`src/rtl/assert_macros.svh`:
```
// assertion helpers for the command recogniser
`ifndef ASSERT_MACROS_SVH
`define ASSERT_MACROS_SVH

`ifndef SYNTHESIS

// property checked on every rising edge outside reset
`define JCBR_ASSERT(label, clk, rst_n, prop) \
  label: assert property (@(posedge clk) disable iff (!rst_n) (prop)) \
    else $error("jcbr assertion failed");

// two signals that must never be high together
`define JCBR_ASSERT_EXCL(label, clk, rst_n, a, b) \
  label: assert property (@(posedge clk) disable iff (!rst_n) !((a) && (b))) \
    else $error("jcbr exclusive signals both high");

`else

`define JCBR_ASSERT(label, clk, rst_n, prop)
`define JCBR_ASSERT_EXCL(label, clk, rst_n, a, b)

`endif

`endif

```
`src/rtl/jcbr_pkg.sv`:
```
`timescale 1ns / 1ps
`default_nettype none

package jcbr_pkg;

  localparam int unsigned WinLen = 13;
  localparam int unsigned WinW   = WinLen * 8;
  localparam int unsigned UpdLen = 12;
  localparam int unsigned UpdW   = UpdLen * 8;

  localparam logic [WinW-1:0] GetAllWord = "getAllSensors";
  localparam logic [UpdW-1:0] UpdateWord = "updateSensor";

  localparam logic [7:0] ByteF     = 8'h66;  // 'f'
  localparam logic [7:0] ByteQuote = 8'h22;  // '"'
  localparam logic [7:0] ByteColon = 8'h3A;  // ':'
  localparam logic [7:0] ByteBang  = 8'h21;  // '!'

  localparam logic [3:0] WinCmpCount = 4'd14;
  localparam logic [7:0] CapLetter   = 8'd9;
  localparam logic [7:0] CapDigit    = 8'd10;
  localparam logic [7:0] CapValue    = 8'd19;

  typedef enum logic [2:0] {
    PH_IDLE   = 3'd0,
    PH_F      = 3'd1,
    PH_QUOTE  = 3'd2,
    PH_COLON  = 3'd3,
    PH_TAIL   = 3'd4,
    PH_GETALL = 3'd6,
    PH_UPDATE = 3'd7
  } phase_e;

  // window status towards the control
  typedef struct packed {
    logic full;
    logic get_match;
    logic upd_match;
  } win_stat_t;

  // one result
  typedef struct packed {
    logic       get_all_hit;
    logic       update_hit;
    logic [7:0] sensor_letter;
    logic [7:0] sensor_digit;
    logic [7:0] sensor_value;
    logic [2:0] parse_phase;
  } res_t;

endpackage

`default_nettype wire

```
`src/rtl/json_command_byte_recognizer.sv`:
```
// channel   | valid       | ready       | payload
// ----------+-------------+-------------+-------------------------------------
// rx        | rx_valid_i  | rx_ready_o  | rx_byte_i
// res       | res_valid_o | res_ready_i | get_all_hit_o .. parse_phase_o
//
// one byte per cycle while the result side is not stalled: each accepted request
// is evaluated by combinational compare logic (13-byte window compare and the hunt
// machine) and its result lands in the output register on the same edge.
// reset clears the phase, window, counters, captures and the output valid.
// a stalled result holds the output register; a new request is still taken
// in the cycle the waiting result is taken.
`timescale 1ns / 1ps
`default_nettype none
`include "assert_macros.svh"

module json_command_byte_recognizer import jcbr_pkg::*; (
  input  wire logic       clk_i,
  input  wire logic       rst_ni,
  input  wire logic       rx_valid_i,
  output logic            rx_ready_o,
  input  wire logic [7:0] rx_byte_i,
  output logic            res_valid_o,
  input  wire logic       res_ready_i,
  output logic            get_all_hit_o,
  output logic            update_hit_o,
  output logic [7:0]      sensor_letter_o,
  output logic [7:0]      sensor_digit_o,
  output logic [7:0]      sensor_value_o,
  output logic [2:0]      parse_phase_o
);

  logic      accept;
  logic      shift, bang;
  win_stat_t win_stat;
  res_t      res_d, res_q;
  logic      res_valid_q;

  // take a request whenever the output register is empty or being drained
  assign rx_ready_o = !res_valid_q || res_ready_i;
  assign accept     = rx_valid_i && rx_ready_o;

  // shift window, fourteenth-shift compare
  jcbr_window u_window (
    .clk_i   (clk_i),
    .rst_ni  (rst_ni),
    .shift_i (accept && shift),
    .clear_i (accept && bang),
    .byte_i  (rx_byte_i),
    .stat_o  (win_stat)
  );

  // hunt machine, command phases, captures
  jcbr_ctrl u_ctrl (
    .clk_i    (clk_i),
    .rst_ni   (rst_ni),
    .accept_i (accept),
    .byte_i   (rx_byte_i),
    .win_i    (win_stat),
    .shift_o  (shift),
    .bang_o   (bang),
    .res_o    (res_d)
  );

  // output register
  always_ff @(posedge clk_i or negedge rst_ni) begin
    if (!rst_ni) begin
      res_valid_q <= 1'b0;
    end else if (rx_ready_o) begin
      res_valid_q <= rx_valid_i;
    end
  end

  always_ff @(posedge clk_i) begin
    if (accept) begin
      res_q <= res_d;
    end
  end

  assign res_valid_o     = res_valid_q;
  assign get_all_hit_o   = res_q.get_all_hit;
  assign update_hit_o    = res_q.update_hit;
  assign sensor_letter_o = res_q.sensor_letter;
  assign sensor_digit_o  = res_q.sensor_digit;
  assign sensor_value_o  = res_q.sensor_value;
  assign parse_phase_o   = res_q.parse_phase;

  // an accepted request always yields a result next cycle
  `JCBR_ASSERT(a_accept_gives_result, clk_i, rst_ni, accept |=> res_valid_q)
  // a completed update command always drops back to idle
  `JCBR_ASSERT(a_update_ends_idle, clk_i, rst_ni,
               (res_valid_q && res_q.update_hit) |-> (res_q.parse_phase == PH_IDLE))
  // the two command hits never coincide
  `JCBR_ASSERT_EXCL(a_hits_exclusive, clk_i, rst_ni,
                    res_valid_q && res_q.get_all_hit, res_q.update_hit)

endmodule

`default_nettype wire

```
`src/rtl/jcbr_window.sv`:
```
`timescale 1ns / 1ps
`default_nettype none

module jcbr_window import jcbr_pkg::*; (
  input  wire logic      clk_i,
  input  wire logic      rst_ni,
  input  wire logic      shift_i,
  input  wire logic      clear_i,
  input  wire logic [7:0] byte_i,
  output win_stat_t      stat_o
);

  logic [WinW-1:0] win_q, win_d;
  logic [3:0]      cnt_q, cnt_d;
  logic [3:0]      cnt_inc;

  // oldest byte in the top bits
  assign win_d   = {win_q[WinW-9:0], byte_i};
  assign cnt_inc = cnt_q + 4'd1;

  assign stat_o.full      = (cnt_inc == WinCmpCount);
  assign stat_o.get_match = (win_d == GetAllWord);
  assign stat_o.upd_match = (win_d[WinW-1:WinW-UpdW] == UpdateWord);

  always_comb begin
    cnt_d = cnt_q;
    if (shift_i) begin
      cnt_d = stat_o.full ? 4'd0 : cnt_inc;
    end
    if (clear_i) begin
      cnt_d = 4'd0;
    end
  end

  always_ff @(posedge clk_i or negedge rst_ni) begin
    if (!rst_ni) begin
      win_q <= '0;
      cnt_q <= '0;
    end else begin
      cnt_q <= cnt_d;
      if (shift_i) begin
        win_q <= win_d;
      end
    end
  end

endmodule

`default_nettype wire

```
`src/rtl/jcbr_ctrl.sv`:
```
`timescale 1ns / 1ps
`default_nettype none

module jcbr_ctrl import jcbr_pkg::*; (
  input  wire logic       clk_i,
  input  wire logic       rst_ni,
  input  wire logic       accept_i,
  input  wire logic [7:0] byte_i,
  input  wire win_stat_t  win_i,
  output logic            shift_o,
  output logic            bang_o,
  output res_t            res_o
);

  phase_e     phase_q, phase_d, phase_hunt, phase_win;
  logic [7:0] ucnt_q, ucnt_d, ucnt_inc;
  logic [7:0] cap_letter_q, cap_letter_d;
  logic [7:0] cap_digit_q, cap_digit_d;
  logic [7:0] cap_value_q, cap_value_d;
  logic       get_hit, upd_hit;

  assign bang_o   = (byte_i == ByteBang);
  assign ucnt_inc = ucnt_q + 8'd1;

  // key tail hunt, any 'f' restarts
  always_comb begin
    phase_hunt = phase_q;
    if (byte_i == ByteF) begin
      phase_hunt = PH_F;
    end else begin
      unique case (phase_q)
        PH_F:     phase_hunt = (byte_i == ByteQuote) ? PH_QUOTE : PH_IDLE;
        PH_QUOTE: phase_hunt = (byte_i == ByteColon) ? PH_COLON : PH_IDLE;
        PH_COLON: phase_hunt = (byte_i == ByteQuote) ? PH_TAIL : PH_IDLE;
        default:  phase_hunt = phase_q;
      endcase
    end
  end

  // window verdict on the fourteenth shift
  always_comb begin
    phase_win = phase_hunt;
    if (phase_hunt == PH_TAIL && win_i.full) begin
      if (win_i.get_match) begin
        phase_win = PH_GETALL;
      end else if (win_i.upd_match) begin
        phase_win = PH_UPDATE;
      end else begin
        phase_win = PH_IDLE;
      end
    end
  end

  // next state
  always_comb begin
    phase_d = phase_win;
    if (phase_win == PH_UPDATE && ucnt_inc == CapValue) begin
      phase_d = PH_IDLE;
    end
    if (bang_o) begin
      phase_d = PH_IDLE;
    end
  end

  // outputs and data path
  always_comb begin
    shift_o      = (phase_hunt == PH_TAIL);
    get_hit      = (phase_win == PH_GETALL);
    upd_hit      = 1'b0;
    ucnt_d       = ucnt_q;
    cap_letter_d = cap_letter_q;
    cap_digit_d  = cap_digit_q;
    cap_value_d  = cap_value_q;
    if (phase_win == PH_UPDATE) begin
      ucnt_d = ucnt_inc;
      if (ucnt_inc == CapLetter) begin
        cap_letter_d = byte_i;
      end else if (ucnt_inc == CapDigit) begin
        cap_digit_d = byte_i;
      end else if (ucnt_inc == CapValue) begin
        cap_value_d = byte_i;
        upd_hit     = 1'b1;
      end
    end
    if (bang_o) begin
      ucnt_d = 8'd0;
    end
  end

  assign res_o.get_all_hit   = get_hit;
  assign res_o.update_hit    = upd_hit;
  assign res_o.sensor_letter = cap_letter_d;
  assign res_o.sensor_digit  = cap_digit_d;
  assign res_o.sensor_value  = cap_value_d;
  assign res_o.parse_phase   = phase_d;

  always_ff @(posedge clk_i or negedge rst_ni) begin
    if (!rst_ni) begin
      phase_q      <= PH_IDLE;
      ucnt_q       <= '0;
      cap_letter_q <= '0;
      cap_digit_q  <= '0;
      cap_value_q  <= '0;
    end else if (accept_i) begin
      phase_q      <= phase_d;
      ucnt_q       <= ucnt_d;
      cap_letter_q <= cap_letter_d;
      cap_digit_q  <= cap_digit_d;
      cap_value_q  <= cap_value_d;
    end
  end

endmodule

`default_nettype wire

```
`config.mk`:
```
export PLATFORM = sky130hd
export DESIGN_NAME = json_command_byte_recognizer
export DESIGN_NICKNAME = d
export VERILOG_FILES = /design/src/rtl/jcbr_pkg.sv /design/src/rtl/json_command_byte_recognizer.sv /design/src/rtl/jcbr_window.sv /design/src/rtl/jcbr_ctrl.sv
export VERILOG_INCLUDE_DIRS = /design/src /design/src/rtl
export SDC_FILE = /design/constraint.sdc
export NUM_CORES = 1
export LEC_CHECK = 0
export BUFFER_PORTS_ARGS = -buffer_cell sky130_fd_sc_hd__buf_2
export CAP_MARGIN = 5
export CORE_MARGIN = 4
export CORE_UTILIZATION = 65
export CTS_CLUSTER_DIAMETER = 30
export DETAILED_ROUTE_END_ITERATION = 8
export PLACE_DENSITY = 0.89
export SYNTH_ARGS = -nofsm -noshare
export SYNTH_HDL_FRONTEND = slang
export SYNTH_SLANG_ARGS = --single-unit
```
`constraint.sdc`:
```
create_clock -name clk_i -period 6.5 [get_ports clk_i]
set_input_delay 0.65 -clock clk_i [delete_from_list [all_inputs] [get_ports clk_i]]
set_output_delay 0.65 -clock clk_i [all_outputs]
set_load 0.05 [all_outputs]
```
==> run_results.csv <==
group,metric,value,unit
global_routing,grt_first_pass_wirelength,27000,µm
clocking,tritoncts,"yes",
logic_synthesis,post_synth.cell_area_avg,10.2,µm²
logic_synthesis,syn_area,0.00735,mm²
final_layout,final_cell_mix,"312 x nand2_1, 136 x dfrtp_1, 49 x mux2_2, 41 x buf_2, 29 x edfxtp_1",
outcome,run_status,"finished, final reports clean",
floorplanning,initial_util,67.2,%
logic_synthesis,synth-main-ff-cell,"dfrtp_1",
clocking,clock-root-buffer,"clkbuf_16",
drt,detail_route.wirelength,16300,µm
global_routing,maximum_number_of_pins_on_one_net_before_global_route_repair,83,
global_routing,first_global_vias,5421,
logic_synthesis,synth.yosys.seq_area_share,58.1,%
worst_setup_path,critical_path_class,"in2reg",
drt,first_iter_violations,501,
clocking,number_of_levels_in_the_clock_h_tree,4,
placement,dpl-instance-area,0.00761,mm²
clocking,clock_insertion_delay_at_the_later_pin_of_the_skew_report,430,ps
final_layout,post_route_cells_drive_above_1_share,17.5,%
worst_setup_path,cp_cell_sequence,"buf_2 -> nor4bb_1 -> a41oi_1 -> or3b_4 -> nor4b_4 -> o211ai_4 -> nor4_4 -> mux2_2",
floorplanning,core_region_area,0.0109,mm²
sta,maxSlewHeadroom,19.4,%
final_layout,num-nets-final,770,
clocking,postCtsResizedCells,0,
sta,finalClockSkew,9.14,ps
global_routing,grt.total_usage,26.4,%
clocking,postCtsHoldBufs,0,
sta,fin_setup_tns,0,ps
final_layout,instances_no_fill,905,
clocking,path_clk_slew,60,ps
final_layout,diodes,0,
floorplanning,fp.dieW,114,µm
worst_setup_path,critical_path.max_fanout,13,
final_layout,areaGrowthSynthToFinish,11.4,%
logic_synthesis,count_of_yosys_warnings_during_synthesis,0,
placement,io_buffer_count,42,
logic_synthesis,synthCells,724,
placement,half_perimeter_wire_length_after_detailed_placement,10500,µm
clocking,cts.sink_count,165,
clocking,post-cts-setup-buffers,0,
placement,placed_cells,873,
logic_synthesis,synth_seq_cells,165,
pwr,vdd_ir_drop_max,0.265,mV
floorplanning,total_die_area,0.0131,mm²
worst_setup_path,critPathSlowestCell,"nor4bb_1",
sta,finalCritPeriodShare,66.6,%
drt,vias,5416,
floorplanning,io-pin-count,43,
placement,routability_congestion,0.931,
floorplanning,rows,38,
final_layout,final_area,0.00819,mm²
global_routing,number_of_antenna_violations_at_the_first_check_in_global_routing,0,
sta,worst-slew-pin-transition,1190,ps
sta,setup-violations-final,0,
clocking,clock_buffers_created_by_tritoncts,17,
drt,vias_per_cell,5.98,
clocking,clock_path_buffers,2,
logic_synthesis,synthArstFlopShare,82.4,%
drt,drt_first_pass_iters,5,
drt,wl_per_cell,18.0,µm
flow_run,max_cap_violations,0,
pwr,power-per-cell-area,317,mW/mm²
worst_setup_path,crit_path_start_kind,"input pin",
worst_setup_path,cp-end-kind,"flop",
sta,report.final.hold_viol_count,0,
worst_setup_path,cp_data_arrival_time,4500,ps
pwr,p_leak,4.10,nW
sta,worst_hold_slack,273,ps
drt,detail_route.drc_violations,0,
global_routing,globalRouteOverflowTotal,0,
sta,clock.fmax,0.231,GHz
sta,layout_min_cycle_time,4330,ps
final_layout,most_common_cell_after_layout_fill_and_taps_aside,"nand2_1",
drt,postRouteAntennaNets,0,
logic_synthesis,synth.distinct_cells,58,
min_path,min-delay-path-class,"in2async",
worst_setup_path,worst_ep_required_time,6670,ps
worst_setup_path,critPathMaxStageDelay,1030,ps
logic_synthesis,syn_nets,742,
logic_synthesis,synth-edff-count,29,
sta,final-max-slew-violation-count,0,
floorplanning,fp.dieH,114,µm
sta,rsz0062_at_grt,"false",
## per-stage QoR
stage / setup WS, ps / power [mW] / utilization, %
2_1_floorplan: 2930 / 1.51 / -
3_3_place_gp: 2100 / 1.60 / 69.6
3_5_place_dp: 1830 / 1.63 / 69.6
4_1_cts: 2270 / 2.60 / 74.9
5_1_grt: 2000 / 2.72 / 74.9
6_report: 2170 / 2.59 / 74.9
## report_power, final
| part | switching, mW | total [mW] | internal, mW |
|---|---|---|---|
| clock network | 0.399 | 0.975 | 0.577 |
| registers | 0.118 | 1.31 | 1.19 |
| logic | 0.211 | 0.313 | 0.102 |
| total | 0.728 | 2.59 | 1.87 |
## cell usage after synthesis, drive strengths merged, types with 6 or more instances
cell type / instances / area share (%)
nand3: 13 / 0.95
nor3: 8 / 0.70
or4: 6 / 0.61
buf: 12 / 0.89
edfxtp: 29 / 12
nor4b: 7 / 1.0
mux2: 49 / 7.5
a21oi: 6 / 0.41
dfrtp: 136 / 46
o21ai: 6 / 0.41
nand2: 313 / 16
ha: 6 / 1.0
clkbuf: 25 / 1.3
inv: 10 / 0.51
o211ai: 7 / 0.90
nor2: 8 / 0.41
nand4: 8 / 0.77
nor4bb: 9 / 1.2
## final cells by class
cell class	count	area [µm²]
Clock inverter	11	128
Timing Repair Buffer	46	243
Multi-Input combinational cell	511	2880
Fill cell	684	2740
Tap cell	140	175
Sequential cell	165	4270
Clock buffer	21	450
Inverter	11	41.3
## layer usage
layer / vias to the layer above / part of all wire, % / global-route usage, %
met1: 2664 / 41 / 34.3
met2: 201 / 51 / 43.2
met5: - / 0 / 0
met3: 41 / 5.3 / 6.40
met4: 0 / 2.7 / 10.7
li1: 2510 / - / -
## cell families after synthesis
| group | Yosys count | share of synthesized area (%) |
|---|---|---|
| flip-flops | 165 | 58.1 |
| buffers and inverters | 48 | 2.72 |
| AND/OR/NAND/NOR | 409 | 25.8 |
| adder cells (fa/ha/maj) | 6 | 1.02 |
| XOR/XNOR | 5 | 0.596 |
| AO/OA/AOI/OAI | 42 | 4.24 |
| multiplexers | 49 | 7.51 |
## state kept, by name, summed over array words and instances, names as in the netlist
| signal | count |
|---|---|
| u_window.win_q | 96 |
| sensor_letter_o | 8 |
| u_ctrl.cap_digit_q | 8 |
| u_ctrl.phase_q | 3 |
| u_ctrl.cap_letter_q | 8 |
| update_hit_o | 1 |
| sensor_digit_o | 8 |
| u_ctrl.cap_value_q | 8 |
| u_window.cnt_q | 4 |
| get_all_hit_o | 1 |
| u_ctrl.ucnt_q | 8 |
| parse_phase_o | 3 |
| sensor_value_o | 8 |
| res_valid_o | 1 |
## critical path, delay by kind of cell
family                 cells  cell delay, ps
AND/OR/NAND/NOR            4            2630
AO/OA/AOI/OAI              2             590
multiplexers               1             420
buffers and inverters      1             200
## worst paths after layout
path / cells past startpoint / slack (ps) / from / to
max reg2reg: 8 / 2560 / u_window.cnt_q[0] / sensor_letter_o[0]
min in group clk_i: 2 / 430 / rx_valid_i / res_valid_o
min reg2reg: 2 / 470 / u_window.win_q[94] / u_window.win_q[94]
max: 8 / 2170 / rx_byte_i[1] / sensor_letter_o[0]
min: 1 / 270 / rst_ni / u_ctrl.ucnt_q[2]
max in group asynchronous: 2 / 4770 / rst_ni / u_ctrl.phase_q[1]
(Power assumes the default switching activity.)
